## src/dtc_pkg.sv

```systemverilog
// Shared constants, lookup functions and inter-stage types for the date to
// calendar fields pipeline. No dependencies.
package dtc_pkg;

  // The year is biased by 400 so that the year before any input stays positive.
  localparam logic [14:0] YEAR_BIAS = 15'd400;

  // Reciprocal for division by 100; exact for every biased year below 43690.
  localparam logic [14:0] DIV100_MUL   = 15'd20972;
  localparam int          DIV100_SHIFT = 21;

  // Reciprocal for division by 7; exact for dividends below 682.
  localparam logic [9:0] DIV7_MUL   = 10'd586;
  localparam int         DIV7_SHIFT = 12;

  localparam logic [5:0] WEEKS_LONG  = 6'd53;
  localparam logic [5:0] WEEKS_SHORT = 6'd52;
  localparam logic [8:0] DAYS_LEAP   = 9'd366;
  localparam logic [8:0] DAYS_COMMON = 9'd365;

  typedef struct packed {
    logic [14:0] s_sum;      // y + y/4 - y/100 + y/400 of the biased year
    logic        leap;
    logic        leap_prev;  // leap flag of the year before
    logic [3:0]  month;
    logic [4:0]  day;
  } year_info_t;

  typedef struct packed {
    logic [2:0] smod;        // s_sum mod 7
    logic [2:0] smod_prev;   // the same sum for the year before, mod 7
    logic [8:0] ord;
    logic [4:0] mlen;
    logic       leap;
    logic       leap_prev;
    logic       bad;
    logic [3:0] month;
    logic [4:0] day;
  } date_info_t;

  typedef struct packed {
    logic [2:0] weekday;
    logic [8:0] num;         // ordinal day + 9 - weekday
    logic       long_cur;    // this year has 53 ISO weeks
    logic       long_prev;   // the year before has 53 ISO weeks
    logic [8:0] ord;
    logic [4:0] mlen;
    logic       leap;
    logic       bad;
  } week_info_t;

  // Residue mod 7 of a 6-bit value below 63, using 8 = 1 (mod 7).
  function automatic logic [2:0] mod7_6b(input logic [5:0] x);
    logic [3:0] t;
    t = {1'b0, x[5:3]} + {1'b0, x[2:0]};
    if (t >= 4'd7) begin
      t = t - 4'd7;
    end
    return t[2:0];
  endfunction

  function automatic logic [2:0] mod7_15b(input logic [14:0] x);
    logic [5:0] s;
    s = 6'(x[14:12]) + 6'(x[11:9]) + 6'(x[8:6]) + 6'(x[5:3]) + 6'(x[2:0]);
    return mod7_6b(s);
  endfunction

  // Sunday-based weekday to Monday-based weekday.
  function automatic logic [2:0] monday_based(input logic [2:0] sun);
    return (sun == 3'd0) ? 3'd6 : 3'(sun - 3'd1);
  endfunction

  function automatic logic [2:0] month_offset(input logic [3:0] m);
    logic [2:0] r;
    unique case (m)
      4'd1:    r = 3'd0;
      4'd2:    r = 3'd3;
      4'd3:    r = 3'd2;
      4'd4:    r = 3'd5;
      4'd5:    r = 3'd0;
      4'd6:    r = 3'd3;
      4'd7:    r = 3'd5;
      4'd8:    r = 3'd1;
      4'd9:    r = 3'd4;
      4'd10:   r = 3'd6;
      4'd11:   r = 3'd2;
      4'd12:   r = 3'd4;
      default: r = 3'd0;
    endcase
    return r;
  endfunction

  // Days in a month; zero for a month number that means nothing.
  function automatic logic [4:0] month_days(input logic [3:0] m, input logic leap);
    logic [4:0] r;
    unique case (m)
      4'd1, 4'd3, 4'd5, 4'd7, 4'd8, 4'd10, 4'd12: r = 5'd31;
      4'd4, 4'd6, 4'd9, 4'd11:                   r = 5'd30;
      4'd2:    r = leap ? 5'd29 : 5'd28;
      default: r = 5'd0;
    endcase
    return r;
  endfunction

  // Days in a common year before the first of the month.
  function automatic logic [8:0] days_before(input logic [3:0] m);
    logic [8:0] r;
    unique case (m)
      4'd1:    r = 9'd0;
      4'd2:    r = 9'd31;
      4'd3:    r = 9'd59;
      4'd4:    r = 9'd90;
      4'd5:    r = 9'd120;
      4'd6:    r = 9'd151;
      4'd7:    r = 9'd181;
      4'd8:    r = 9'd212;
      4'd9:    r = 9'd243;
      4'd10:   r = 9'd273;
      4'd11:   r = 9'd304;
      4'd12:   r = 9'd334;
      default: r = 9'd0;
    endcase
    return r;
  endfunction

endpackage

```

## src/dtc_year_stage.sv

```systemverilog
// Pipeline stages 1 and 2: biased year, division by 100 through a reciprocal
// multiply, leap flags and the Sakamoto year sum. Depends on dtc_pkg.
module dtc_year_stage (
  input  logic                   clk,
  input  logic                   rst_n,
  input  logic                   in_valid,
  input  logic [13:0]            in_year,
  input  logic [3:0]             in_month,
  input  logic [4:0]             in_day,
  output logic                   out_valid,
  output dtc_pkg::year_info_t    out_info
);

  logic        v1_r;
  logic [14:0] y1_r;
  logic [28:0] prod1_r;
  logic [3:0]  month1_r;
  logic [4:0]  day1_r;
  logic [14:0] y_nxt;
  logic [28:0] prod_nxt;

  logic                v2_r;
  dtc_pkg::year_info_t info2_r;
  dtc_pkg::year_info_t info2_nxt;
  logic [7:0]          q100;
  logic [6:0]          r100;

  assign y_nxt    = 15'(in_year) + dtc_pkg::YEAR_BIAS;
  assign prod_nxt = 29'(y_nxt) * 29'(dtc_pkg::DIV100_MUL);

  always_ff @(posedge clk) begin
    if (!rst_n) begin
      v1_r <= 1'b0;
    end else begin
      v1_r <= in_valid;
    end
    y1_r     <= y_nxt;
    prod1_r  <= prod_nxt;
    month1_r <= in_month;
    day1_r   <= in_day;
  end

  assign q100 = prod1_r[dtc_pkg::DIV100_SHIFT +: 8];
  assign r100 = 7'(y1_r - 15'(q100) * 15'd100);

  // The year before has y - 1 = 100 * q100 exactly when the remainder is one.
  always_comb begin
    info2_nxt           = '0;
    info2_nxt.leap      = ((y1_r[1:0] == 2'd0) && (r100 != 7'd0))
                          || ((r100 == 7'd0) && (q100[1:0] == 2'd0));
    info2_nxt.leap_prev = ((y1_r[1:0] == 2'd1) && (r100 != 7'd1))
                          || ((r100 == 7'd1) && (q100[1:0] == 2'd0));
    info2_nxt.s_sum     = y1_r + {2'b00, y1_r[14:2]} - 15'(q100) + 15'(q100[7:2]);
    info2_nxt.month     = month1_r;
    info2_nxt.day       = day1_r;
  end

  always_ff @(posedge clk) begin
    if (!rst_n) begin
      v2_r <= 1'b0;
    end else begin
      v2_r <= v1_r;
    end
    info2_r <= info2_nxt;
  end

  assign out_valid = v2_r;
  assign out_info  = info2_r;

endmodule

```

## src/dtc_date_stage.sv

```systemverilog
// Pipeline stage 3: year sums mod 7, month length, date check and ordinal day.
// Depends on dtc_pkg.
module dtc_date_stage (
  input  logic                   clk,
  input  logic                   rst_n,
  input  logic                   in_valid,
  input  dtc_pkg::year_info_t    in_info,
  output logic                   out_valid,
  output dtc_pkg::date_info_t    out_info
);

  logic                v3_r;
  dtc_pkg::date_info_t info3_r;
  dtc_pkg::date_info_t info3_nxt;
  logic [2:0]          smod;
  logic [3:0]          prev_sum;
  logic [4:0]          mlen;

  assign smod = dtc_pkg::mod7_15b(in_info.s_sum);
  // The sum drops by one plus the leap flag from one year to the one before.
  assign prev_sum = 4'(smod) + 4'd6 - 4'(in_info.leap);
  assign mlen = dtc_pkg::month_days(in_info.month, in_info.leap);

  always_comb begin
    info3_nxt           = '0;
    info3_nxt.smod      = smod;
    info3_nxt.smod_prev = (prev_sum >= 4'd7) ? 3'(prev_sum - 4'd7) : prev_sum[2:0];
    info3_nxt.mlen      = mlen;
    info3_nxt.ord       = 9'(in_info.day) + dtc_pkg::days_before(in_info.month)
                          + 9'(in_info.leap && (in_info.month > 4'd2));
    info3_nxt.leap      = in_info.leap;
    info3_nxt.leap_prev = in_info.leap_prev;
    // An invalid month has a length of zero, so only a zero day needs its own test.
    info3_nxt.bad       = (in_info.day == 5'd0) || (in_info.day > mlen);
    info3_nxt.month     = in_info.month;
    info3_nxt.day       = in_info.day;
  end

  always_ff @(posedge clk) begin
    if (!rst_n) begin
      v3_r <= 1'b0;
    end else begin
      v3_r <= in_valid;
    end
    info3_r <= info3_nxt;
  end

  assign out_valid = v3_r;
  assign out_info  = info3_r;

endmodule

```

## src/dtc_week_stage.sv

```systemverilog
// Pipeline stages 4 and 5: weekday, ISO week counts of this and the previous
// year, week division by 7 and the output register. Depends on dtc_pkg.
module dtc_week_stage (
  input  logic                   clk,
  input  logic                   rst_n,
  input  logic                   in_valid,
  input  dtc_pkg::date_info_t    in_info,
  output logic                   out_valid,
  output logic [2:0]             out_weekday,
  output logic [5:0]             out_iso_week,
  output logic [8:0]             out_ordinal_day,
  output logic [8:0]             out_year_length,
  output logic [4:0]             out_month_length,
  output logic                   out_leap,
  output logic                   out_bad_date
);

  logic                v4_r;
  dtc_pkg::week_info_t info4_r;
  dtc_pkg::week_info_t info4_nxt;
  logic [2:0]          s_yy;
  logic [2:0]          sun;
  logic [2:0]          wd;
  logic [2:0]          last_cur;
  logic [2:0]          last_prev;

  logic        valid_r;
  logic [2:0]  weekday_r;
  logic [5:0]  iso_week_r;
  logic [8:0]  ordinal_day_r;
  logic [8:0]  year_length_r;
  logic [4:0]  month_length_r;
  logic        leap_r;
  logic        bad_date_r;
  logic [17:0] prod7;
  logic [5:0]  wk_raw;
  logic [5:0]  weeks_cur;
  logic [5:0]  wk;

  // January and February count against the year before.
  assign s_yy = (in_info.month < 4'd3) ? in_info.smod_prev : in_info.smod;
  assign sun  = dtc_pkg::mod7_6b(6'(s_yy) + 6'(dtc_pkg::month_offset(in_info.month))
                                 + 6'(in_info.day));
  assign wd   = dtc_pkg::monday_based(sun);
  // December 31 adds a multiple of 7 to the year sum.
  assign last_cur  = dtc_pkg::monday_based(in_info.smod);
  assign last_prev = dtc_pkg::monday_based(in_info.smod_prev);

  always_comb begin
    info4_nxt           = '0;
    info4_nxt.weekday   = wd;
    info4_nxt.num       = in_info.ord + 9'd9 - 9'(wd);
    info4_nxt.long_cur  = (last_cur == 3'd3) || ((last_cur == 3'd4) && in_info.leap);
    info4_nxt.long_prev = (last_prev == 3'd3) || ((last_prev == 3'd4) && in_info.leap_prev);
    info4_nxt.ord       = in_info.ord;
    info4_nxt.mlen      = in_info.mlen;
    info4_nxt.leap      = in_info.leap;
    info4_nxt.bad       = in_info.bad;
  end

  always_ff @(posedge clk) begin
    if (!rst_n) begin
      v4_r <= 1'b0;
    end else begin
      v4_r <= in_valid;
    end
    info4_r <= info4_nxt;
  end

  assign prod7     = 18'(info4_r.num) * 18'(dtc_pkg::DIV7_MUL);
  assign wk_raw    = prod7[dtc_pkg::DIV7_SHIFT +: 6];
  assign weeks_cur = info4_r.long_cur ? dtc_pkg::WEEKS_LONG : dtc_pkg::WEEKS_SHORT;

  always_comb begin
    if (wk_raw == 6'd0) begin
      wk = info4_r.long_prev ? dtc_pkg::WEEKS_LONG : dtc_pkg::WEEKS_SHORT;
    end else if (wk_raw > weeks_cur) begin
      wk = 6'd1;
    end else begin
      wk = wk_raw;
    end
  end

  always_ff @(posedge clk) begin
    if (!rst_n) begin
      valid_r <= 1'b0;
    end else begin
      valid_r <= v4_r;
    end
    if (info4_r.bad) begin
      weekday_r      <= '0;
      iso_week_r     <= '0;
      ordinal_day_r  <= '0;
      year_length_r  <= '0;
      month_length_r <= '0;
      leap_r         <= 1'b0;
      bad_date_r     <= 1'b1;
    end else begin
      weekday_r      <= info4_r.weekday;
      iso_week_r     <= wk;
      ordinal_day_r  <= info4_r.ord;
      year_length_r  <= info4_r.leap ? dtc_pkg::DAYS_LEAP : dtc_pkg::DAYS_COMMON;
      month_length_r <= info4_r.mlen;
      leap_r         <= info4_r.leap;
      bad_date_r     <= 1'b0;
    end
  end

  assign out_valid        = valid_r;
  assign out_weekday      = weekday_r;
  assign out_iso_week     = iso_week_r;
  assign out_ordinal_day  = ordinal_day_r;
  assign out_year_length  = year_length_r;
  assign out_month_length = month_length_r;
  assign out_leap         = leap_r;
  assign out_bad_date     = bad_date_r;

endmodule

```

## src/date_to_calendar_fields_core.sv

```systemverilog
// Top level of the date to calendar fields pipeline: three stage modules and
// checks. Depends on dtc_pkg, dtc_year_stage, dtc_date_stage, dtc_week_stage.

// A date word is taken on every clock edge at which start is high; busy is
// always low, so one date per cycle is accepted without gaps. Each result word
// appears with out_valid high for one cycle, in input order; the receiver
// cannot stall, so nothing is held back. The pipeline has five register
// stages: the reciprocal multiply that divides the biased year by 100, the
// leap flags and year sum, the mod-7 reduction with month tables, the weekday
// and week counts, and the division by 7 feeding the output register. An
// invalid month or day sets out_bad_date and zeroes every other field.
module date_to_calendar_fields_core (
  input  logic        clk,
  input  logic        rst_n,
  input  logic        start,
  output logic        busy,
  input  logic [13:0] in_year,
  input  logic [3:0]  in_month,
  input  logic [4:0]  in_day,
  output logic        out_valid,
  output logic [2:0]  out_weekday,
  output logic [5:0]  out_iso_week,
  output logic [8:0]  out_ordinal_day,
  output logic [8:0]  out_year_length,
  output logic [4:0]  out_month_length,
  output logic        out_leap,
  output logic        out_bad_date
);

  logic                accept;
  logic                yr_valid;
  dtc_pkg::year_info_t yr_info;
  logic                dt_valid;
  dtc_pkg::date_info_t dt_info;

  assign busy   = 1'b0;
  assign accept = start && !busy;

  dtc_year_stage u_year (
    .clk       (clk),
    .rst_n     (rst_n),
    .in_valid  (accept),
    .in_year   (in_year),
    .in_month  (in_month),
    .in_day    (in_day),
    .out_valid (yr_valid),
    .out_info  (yr_info)
  );

  dtc_date_stage u_date (
    .clk       (clk),
    .rst_n     (rst_n),
    .in_valid  (yr_valid),
    .in_info   (yr_info),
    .out_valid (dt_valid),
    .out_info  (dt_info)
  );

  dtc_week_stage u_week (
    .clk              (clk),
    .rst_n            (rst_n),
    .in_valid         (dt_valid),
    .in_info          (dt_info),
    .out_valid        (out_valid),
    .out_weekday      (out_weekday),
    .out_iso_week     (out_iso_week),
    .out_ordinal_day  (out_ordinal_day),
    .out_year_length  (out_year_length),
    .out_month_length (out_month_length),
    .out_leap         (out_leap),
    .out_bad_date     (out_bad_date)
  );

  // Every accepted date comes out as a result word.
  a_latency: assert property (@(posedge clk) disable iff (!rst_n)
    accept |-> ##5 out_valid)
    else $error("accepted date did not produce a result word");

  // No result word without a matching accepted date.
  a_no_phantom: assert property (@(posedge clk) disable iff (!rst_n)
    out_valid |-> $past(accept, 5))
    else $error("result word without a matching accepted date");

  // A bad date clears every other field.
  a_bad_zero: assert property (@(posedge clk) disable iff (!rst_n)
    (out_valid && out_bad_date) |-> (out_iso_week == 6'd0) && (out_ordinal_day == 9'd0)
      && (out_year_length == 9'd0) && (out_month_length == 5'd0) && !out_leap
      && (out_weekday == 3'd0))
    else $error("bad date word carries nonzero fields");

  // A good date has consistent week, year and ordinal fields.
  a_good_range: assert property (@(posedge clk) disable iff (!rst_n)
    (out_valid && !out_bad_date) |-> (out_iso_week >= 6'd1) && (out_iso_week <= 6'd53)
      && (out_ordinal_day >= 9'd1) && (out_ordinal_day <= out_year_length)
      && (out_leap == (out_year_length == 9'd366)) && (out_weekday <= 3'd6))
    else $error("good date word has inconsistent fields");

endmodule
```

## config.mk

```make
export PLATFORM = sky130hd
export DESIGN_NAME = date_to_calendar_fields_core
export DESIGN_NICKNAME = d
export VERILOG_FILES = /design/src/dtc_pkg.sv /design/src/dtc_year_stage.sv /design/src/dtc_date_stage.sv /design/src/dtc_week_stage.sv /design/src/date_to_calendar_fields_core.sv
export SDC_FILE = /design/constraint.sdc
export NUM_CORES = 1
export LEC_CHECK = 0
export ABC_CLOCK_PERIOD_IN_PS = 12200
export BUFFER_PORTS_ARGS = -buffer_cell sky130_fd_sc_hd__buf_4
export CORE_MARGIN = 2
export CORE_UTILIZATION = 55
export CTS_BUF_LIST = sky130_fd_sc_hd__clkbuf_8
export CTS_CLUSTER_DIAMETER = 100
export DETAILED_ROUTE_END_ITERATION = 16
export PLACE_DENSITY = 0.7
export SLEW_MARGIN = 40
export SYNTH_ARGS = -nofsm -noshare
export SYNTH_HDL_FRONTEND = slang
export SYNTH_HIERARCHICAL = 1
export SYNTH_SLANG_ARGS = --single-unit
```

## constraint.sdc

```tcl
create_clock -name clk -period 12.2 [get_ports clk]
set_clock_uncertainty 0.2 [all_clocks]
set_input_delay 2.44 -clock clk [delete_from_list [all_inputs] [get_ports clk]]
set_output_delay 2.44 -clock clk [all_outputs]
set_load 0.05 [all_outputs]
```

After elaboration in Yosys (flattened, before gate mapping)
Memories as Yosys holds them, arrays and structs flattened. A register that Yosys moved wholly into a read port is not among the register bits.
Index checks and enable logic that the tools add are counted.
- bits in registers: 178
- bits in read-only memories: 192
- input bits: 26
- output and inout bits: 36
- memories kept: 2
- $add $sub $neg: 25
- $mul: 3
- order comparisons: 7
- eq/ne operators: 19
- multiplexer cells: 15
- reduce and logical (&&, ||, !) cells: 23
- memories (memory ; depth ; bits a word ; rd ports ; clocked after Yosys merged registers in ; wr ports ; RTL line ; RTL):
    (no name shown) ; 16 ; 9 ; 1 ; 1 ; 0 ; dtc_pkg.sv:108 ; unique case (m)
    (no name shown) ; 16 ; 3 ; 1 ; 1 ; 0 ; dtc_pkg.sv:75 ; unique case (m)
- operators by type and width (operator ; number):
    15-bit by 13-bit multiplier with 27-bit output, second input constant ; 1
    3-bit two-way mux ; 7
    4-bit equality test, second input constant ; 5
    6-bit by 3-bit adder with 6-bit output ; 3
    9-bit by 9-bit multiplier with 17-bit output, second input constant ; 1
    3-bit by 3-bit adder with 4-bit output ; 4
    4-bit by 3-bit equality test with 1-bit output, second input constant ; 4
    14-bit by 9-bit adder with 15-bit output, second input constant ; 1
    15-bit by 13-bit adder with 15-bit output ; 1
    15-bit by 6-bit adder with 15-bit output ; 1
    5-bit one-hot mux with 3 select lines ; 1
    15-bit by 8-bit subtractor with 15-bit output ; 1
    4-bit by 3-bit >= comparator with 1-bit output, second input constant ; 3
    6-bit two-way mux ; 2
    5-bit by 9-bit adder with 9-bit output ; 1
    9-bit by 1-bit adder with 9-bit output ; 1
    9-bit by 4-bit adder with 9-bit output, second input constant ; 1
    3-bit logical NOT ; 3
    3-bit by 1-bit subtractor with 3-bit output, second input constant ; 3
    3-bit subtractor, second input constant ; 3
    9-bit by 3-bit subtractor with 9-bit output ; 1
    4-bit by 2-bit equality test with 1-bit output, second input constant ; 2
    8-bit by 5-bit multiplier with 5-bit output, second input constant ; 1
    7-bit by 1-bit equality test with 1-bit output, second input constant ; 1
    24 further kinds ; 40

Longest topological paths before layout
Gate-level depths: netlist of the first run.
- depth in word-level cells: 11
- depth in mapped cells: 32

Modules after synthesis
Netlist of the first run, hierarchy kept.
- modules (own cells, without submodules) (module ; instances ; cells each ; area an instance (um^2) ; seq. area each (um^2)):
    dtc_year_stage ; 1 ; 679 ; 6507.5 ; 1201.2
    dtc_week_stage ; 1 ; 387 ; 3749.8 ; 1181.1
    dtc_date_stage ; 1 ; 203 ; 2006.9 ; 620.6
    date_to_calendar_fields_core ; 1 ; 2 ; 11.3 ; 0.0

Worst setup path before layout of the first run
OpenSTA, ideal clock, no wires.
- path kind: in2reg
- start point: input in_year[4]
- end point: register u_year.prod1_r[28]
- library setup time: 62 ps
- arrival: 7405 ps
- data required time: 11938 ps
- setup slack: 4532 ps
- stages: 21
- buffers on the path: 0
- path through: ha_1 > a211oi_2 > nand2b_1 > xor2_2 > inv_1 > ha_1 > ha_1 > inv_1 > fa_1 > inv_1 > fa_1 > inv_1 > fa_1 > inv_1 > ha_1 > o21ai_0 > a211oi_1 > a211oi_1 > a21oi_1 > or3_1 > nand3_1
- word-level cells in the longest chain between the ends: 2
- RTL lines (item ; RTL line ; RTL):
    from (decl) ; date_to_calendar_fields_core.sv:17 ; input logic [13:0] in_year,
    14-bit by 9-bit adder with 15-bit output ; dtc_year_stage.sv:28 ; assign y_nxt = 15'(in_year) + dtc_pkg::YEAR_BIAS;
    via u_year.y_nxt[10] ; dtc_year_stage.sv:19 ; logic [14:0] y_nxt;
    15-bit by 13-bit multiplier with 27-bit output ; dtc_year_stage.sv:29 ; assign prod_nxt = 29'(y_nxt) * 29'(dtc_pkg::DIV100_MUL);
    via u_year.prod_nxt[28] ; dtc_year_stage.sv:20 ; logic [28:0] prod_nxt;
    to (signal assigned) ; dtc_year_stage.sv:38 ; prod1_r <= prod_nxt;
    to (decl) ; dtc_year_stage.sv:16 ; logic [28:0] prod1_r;
The timed path passes the listed nets, and every way through them passes these cells.
A chain may end at the register's enable or synchronous reset.

Final worst setup path of the first run
Same ends and word-level chain as after synthesis.

==> results of run 1 <==
## per-layer routing
layer	up-vias	share of wire [%]	track usage, %	wire (um)
met5	-	0	0	0
met4	0	1.6	6.25	374
met3	28	3.5	3.91	803
met2	135	46	34.6	10500
met1	3878	49	27.9	11100
li1	4208	-	-	-
## Yosys cell counts (all sizes together), types with 10 or more instances
master	count
a21o	20
inv	276
nand3	28
ha	236
nor3	17
a21oi	48
nor2b	29
buf	19
nor2	54
dfxtp	150
o21bai	12
o211ai	10
o21ai	27
a211oi	12
fa	98
nand2	40
xnor2	58
xor2	23
## state kept, by name, summed over array words and instances, names as in the netlist
signal and count:
u_date/out_info 30, u_week/info4_r 30, u_year/out_info 26, u_year/y1_r 15, u_week/out_ordinal_day 9, u_year/prod1_r 8, u_week/out_iso_week 6, u_week/out_month_length 5
u_year/day1_r 5, u_year/month1_r 4, u_week/out_weekday 3, u_week/out_year_length 3, u_date/out_valid 1, u_week/out_bad_date 1, u_week/out_valid 1, u_week/v4_r 1
u_year/out_valid 1, u_year/v1_r 1
## kinds of logic after synthesis
family                     Yosys count  synth area share (%)
DFF                                150                  24.5
adders and majority gates          334                  40.0
other                                2                0.0612
muxes                               14                  1.19
AOI/OAI and AO/OA                  177                  9.97
buffers and inverters              301                  9.62
and+or+nand+nor                    212                  8.76
xor gates and xnor gates            81                  5.90
## worst register-to-register path, delay by kind of cell (launching register included)
kind	cells	cell delay [ns]
adders and majority gates	11	3.28
and+or+nand+nor	5	1.06
AOI/OAI and AO/OA	5	0.91
xor gates and xnor gates	3	0.47
DFF	1	0.34
buffers and inverters	5	0.29
## final cells by class
class                   instances  area [um2]  share of cell area [%]
repair buffers                 58         435                    3.27
clock inverters                15         180                    1.35
clock buffers                  17         234                    1.75
multi-input cells             821        8100                    60.7
inverters                     276        1040                    7.77
well taps                     280         350                    2.63
flip-flops and latches        150        3000                    22.5
## stage by stage
stage / utilization (%) / instances / setup WS (ns)
after floorplan: - / 1272 / 4.53
after global placement: 59.0 / 1585 / 3.85
after detailed placement: 59.0 / 1585 / 3.72
after CTS: 60.9 / 1617 / 4.23
after global routing: 60.9 / 1617 / 3.89
final: 60.9 / 1617 / 4.19
## path summary, 6_finish.rpt
path | from | to | slack, ns
max | in_year[4] | u_year/prod1_r[28] | 4.19
min | u_year/day1_r[2] | u_year/out_info[2] | 0.13
max reg2reg | u_date/out_info[5] | u_week/info4_r[26] | 5.60
min reg2reg | u_year/day1_r[2] | u_year/out_info[2] | 0.13
==> qor.yml, run 1 <==
synthesis:
  syn_inst: 1271
  syn_area_per_cell_um2: 9.66
  synth_edf_count: 0
  async_flop_share_pct: 0
  syn_area_mm2: 0.0123
  yosys_warnings: 6
  synth-seq-cells: 150
  synth_area_leaders: "dfxtp_1, ha_1, fa_1"
  synth_seq_area_share_pct: 24.5
  synth_top_area_cell: "dfxtp_1"
  synth_cell_types: 72
  yosys_most_used_dff: "dfxtp_1"
  yosysTopAreaCellShare_pct: 24.5
place:
  hpwlAfterDp_um: 19100
  gp_congestion: 0.894
  placed_area_mm2: 0.0129
  io_buffer_count: 58
run:
  maxCapViolations: 0
floorplanning:
  rows: 54
  ios: 62
  dieArea_mm2: 0.0235
  coreArea_mm2: 0.0219
  start_util_pct: 56.1
  die_h_um: 153
  die_w_um: 153
min_path:
  worstHoldPathCells: 0
  min_path_type: "flip-flop to flip-flop"
cts:
  postCtsSetupBuffers: 0
  clk_latency_ns: 0.46
  cts_resized: 0
  ctsHtreeMaxLevel: 4
  clk_root_buffer_cell: "clkbuf_8"
  cts_buffer_depth: 2
  clock-sinks: 150
  clk_pin_slew_ns: 0.10
  cts_tree: "done"
  hold_buffers: 0
  cts_inserted_buffers: 17
critical_path:
  crit_slowest_cell: "fa_1"
  crit_family: "adder cells"
  cpPeakStageDelay_ns: 0.54
  reg2reg_depth: 29
  worstPathArrival_ns: 8.22
  cp.required_ns: 12.41
  cp-end-kind: "flip-flop"
  critPathMaxFanout: 7
  crit_type: "input port to flip-flop"
  path_buf_inv: 3
  cpMostUsedCell: "ha_1"
  start_kind: "input port"
  cp_num_cells: 22
  crit_path_cell_trace: "buf_4 -> ha_1 -> a211oi_2 -> nor2_1 -> nand2_1 -> xnor2_1 -> xnor2_1 -> ha_1 -> a21o_1 -> ha_1 -> fa_1 -> inv_1 -> fa_1 -> fa_1 -> inv_1 -> ha_1 -> a21oi_1 -> a21oi_1 -> a211oi_1 -> a21oi_1 -> or3_1 -> nand3_1"
timing:
  hold_viol: 0
  setup_tns_ns: 0
  post-route-period-util_pct: 65.6
  fin_crit_ns: 8.01
  fmax_mhz: 125
  drv_slew: 0
  maxSlewHeadroom_pct: 45.6
  tightest_slew_ns: 0.810
  rsz0062_at_grt: "false"
  finalSetupViolations: 0
  whs_ns: 0.129
finish:
  finalNetCount: 1684
  synthToLayoutAreaGrowth_pct: 8.63
  final_common_cell: "inv_1"
  design_area_mm2: 0.0133
  antenna_cells: 0
  layout_common_cells: "inv_1, ha_1, dfxtp_1"
  fillers: 1908
  drive_above_1_share_pct: 8.60
status:
  status: "completed"
grt:
  grt_pass1_wl_um: 39700
  grt_max_degree: 27
  grt_pass1_vias: 8496
  grt_antenna_before_repair: 0
  grt_overflow: 0
  grt_util_all_layers_pct: 20.9
routing:
  drt-total-wl_um: 22800
  ant_nets: 0
  num_vias: 8249
  drtIter0Drc: 414
  viasPerCell: 5.10
  post-route-drc-count: 0
  first_pass_iters: 5
  wire_per_inst_um: 14.1
Power of run 1 is left out: the tool's default activity adds up to more than one toggle a clock period on the data nets, which glitch-free logic cannot reach.
==> run 2, diff against run 1 <==
- ABC_CLOCK_PERIOD_IN_PS: 12200 -> 6700
- PLACE_DENSITY: 0.7 -> 0.73
- clock period: 12.2 -> 6.7 ns (I/O delays scaled with it)
==> qor.yml, run 2 (synthesis results as in run 1) <==
status:
  status: "completed"
timing:
  hold_viol: 0
  drv_slew: 0
  rsz0062_at_grt: "false"
  finalSetupViolations: 0
  maxSlewHeadroom_pct: 47.2
  setup_tns_ns: 0
  post-route-period-util_pct: 94.7
  tightest_slew_ns: 0.790
  fmax_mhz: 158
  fin_crit_ns: 6.35
grt:
  grt_pass1_vias: 8477
  grt_pass1_wl_um: 39000
  grt_max_degree: 27
  grt_overflow: 0
  grt_util_all_layers_pct: 20.4
  grt_antenna_before_repair: 0
cts:
  cts_tree: "done"
  clock-sinks: 150
  ctsHtreeMaxLevel: 4
  cts_buffer_depth: 2
  clk_pin_slew_ns: 0.08
  postCtsSetupBuffers: 0
  clk_latency_ns: 0.45
  clk_root_buffer_cell: "clkbuf_8"
  cts_inserted_buffers: 17
run:
  maxCapViolations: 0
finish:
  drive_above_1_share_pct: 11.2
  final_common_cell: "inv_1"
  layout_common_cells: "inv_1, ha_1, dfxtp_1"
  multi_input_area_mm2: 0.00810
  finalNetCount: 1722
  fillers: 1845
  antenna_cells: 0
  regArea_mm2: 0.00300
  synthToLayoutAreaGrowth_pct: 10.9
  design_area_mm2: 0.0136
routing:
  drt-total-wl_um: 23100
  first_pass_iters: 5
  num_vias: 8388
  wire_per_inst_um: 14.0
  viasPerCell: 5.07
  drtIter0Drc: 394
  post-route-drc-count: 0
  ant_nets: 0
floorplanning:
  coreArea_mm2: 0.0219
  die_h_um: 153
  dieArea_mm2: 0.0235
  die_w_um: 153
  rows: 54
  start_util_pct: 56.1
  ios: 62
min_path:
  min_path_type: "flip-flop to flip-flop"
place:
  io_buffer_count: 58
  hpwlAfterDp_um: 19400
  placed_area_mm2: 0.0132
  gp_congestion: 0.954
critical_path:
  critPathMaxFanout: 5
  cp.required_ns: 6.84
  crit_type: "input port to flip-flop"
  worstPathArrival_ns: 6.49
  cp-end-kind: "flip-flop"
  start_kind: "input port"
[run 2: cell type report]
class | count | share of cell area, %
Multi-Input combinational cell | 821 | 59.5
Sequential cell | 150 | 22.1
Inverter | 276 | 7.61
Timing Repair Buffer | 96 | 5.30
Tap cell | 280 | 2.57
Clock buffer | 18 | 1.82
Clock inverter | 14 | 1.09
[run 2: through the flow]
step	setup WS, ns	std cells	util (%)	hold slack, ns
after floorplan	0.132	1272	-	0.110
after global placement	0.0103	1623	60.3	0.111
after detailed placement	-0.0955	1623	60.3	0.112
after CTS	0.240	1655	62.1	0.134
after global routing	0.00987	1655	62.2	0.137
final	0.354	1655	62.2	0.131
[run 2: worst max-delay path, stage by stage]
cell and delay, ns:
buf_4 0.12, ha_1 0.21, a211oi_2 0.32, nand2b_1 0.24, xor2_2 0.27, buf_4 0.18, xnor2_1 0.13, ha_1 0.26
ha_1 0.32, fa_1 0.47, fa_1 0.55, inv_1 0.05, fa_1 0.52, inv_1 0.04, ha_1 0.30, buf_4 0.12
nand4_1 0.11, nor2_1 0.11, o2111ai_1 0.19, a21boi_1 0.28, o21ai_0 0.11, a211oi_1 0.23
[run 2: routing by layer]
| metal | GRT usage [%] | share of wire, % | up-vias |
|---|---|---|---|
| met5 | 0 | 0 | - |
| met4 | 5.64 | 1.8 | 0 |
| met3 | 4.03 | 3.4 | 26 |
| met1 | 27.1 | 48 | 3908 |
| li1 | - | - | 4302 |
| met2 | 34.1 | 47 | 152 |
[run 2: worst paths after layout]
check,endpoint,slack (ns),cells after the start,start
min,u_date/out_info[10],0.13,0,u_year/out_info[9]
max,u_year/prod1_r[26],0.35,22,in_year[4]
min reg2reg,u_date/out_info[10],0.13,0,u_year/out_info[9]
max reg2reg,u_week/info4_r[26],0.37,30,u_date/out_info[5]
[run 2: what timing repair did]
action | 4_1_cts | 5_1_grt
hold buffers | 0 | 0
resized for setup | 0 | 2
setup endpoints to repair | 0 | 1
Power of run 2 is left out for the same reason.
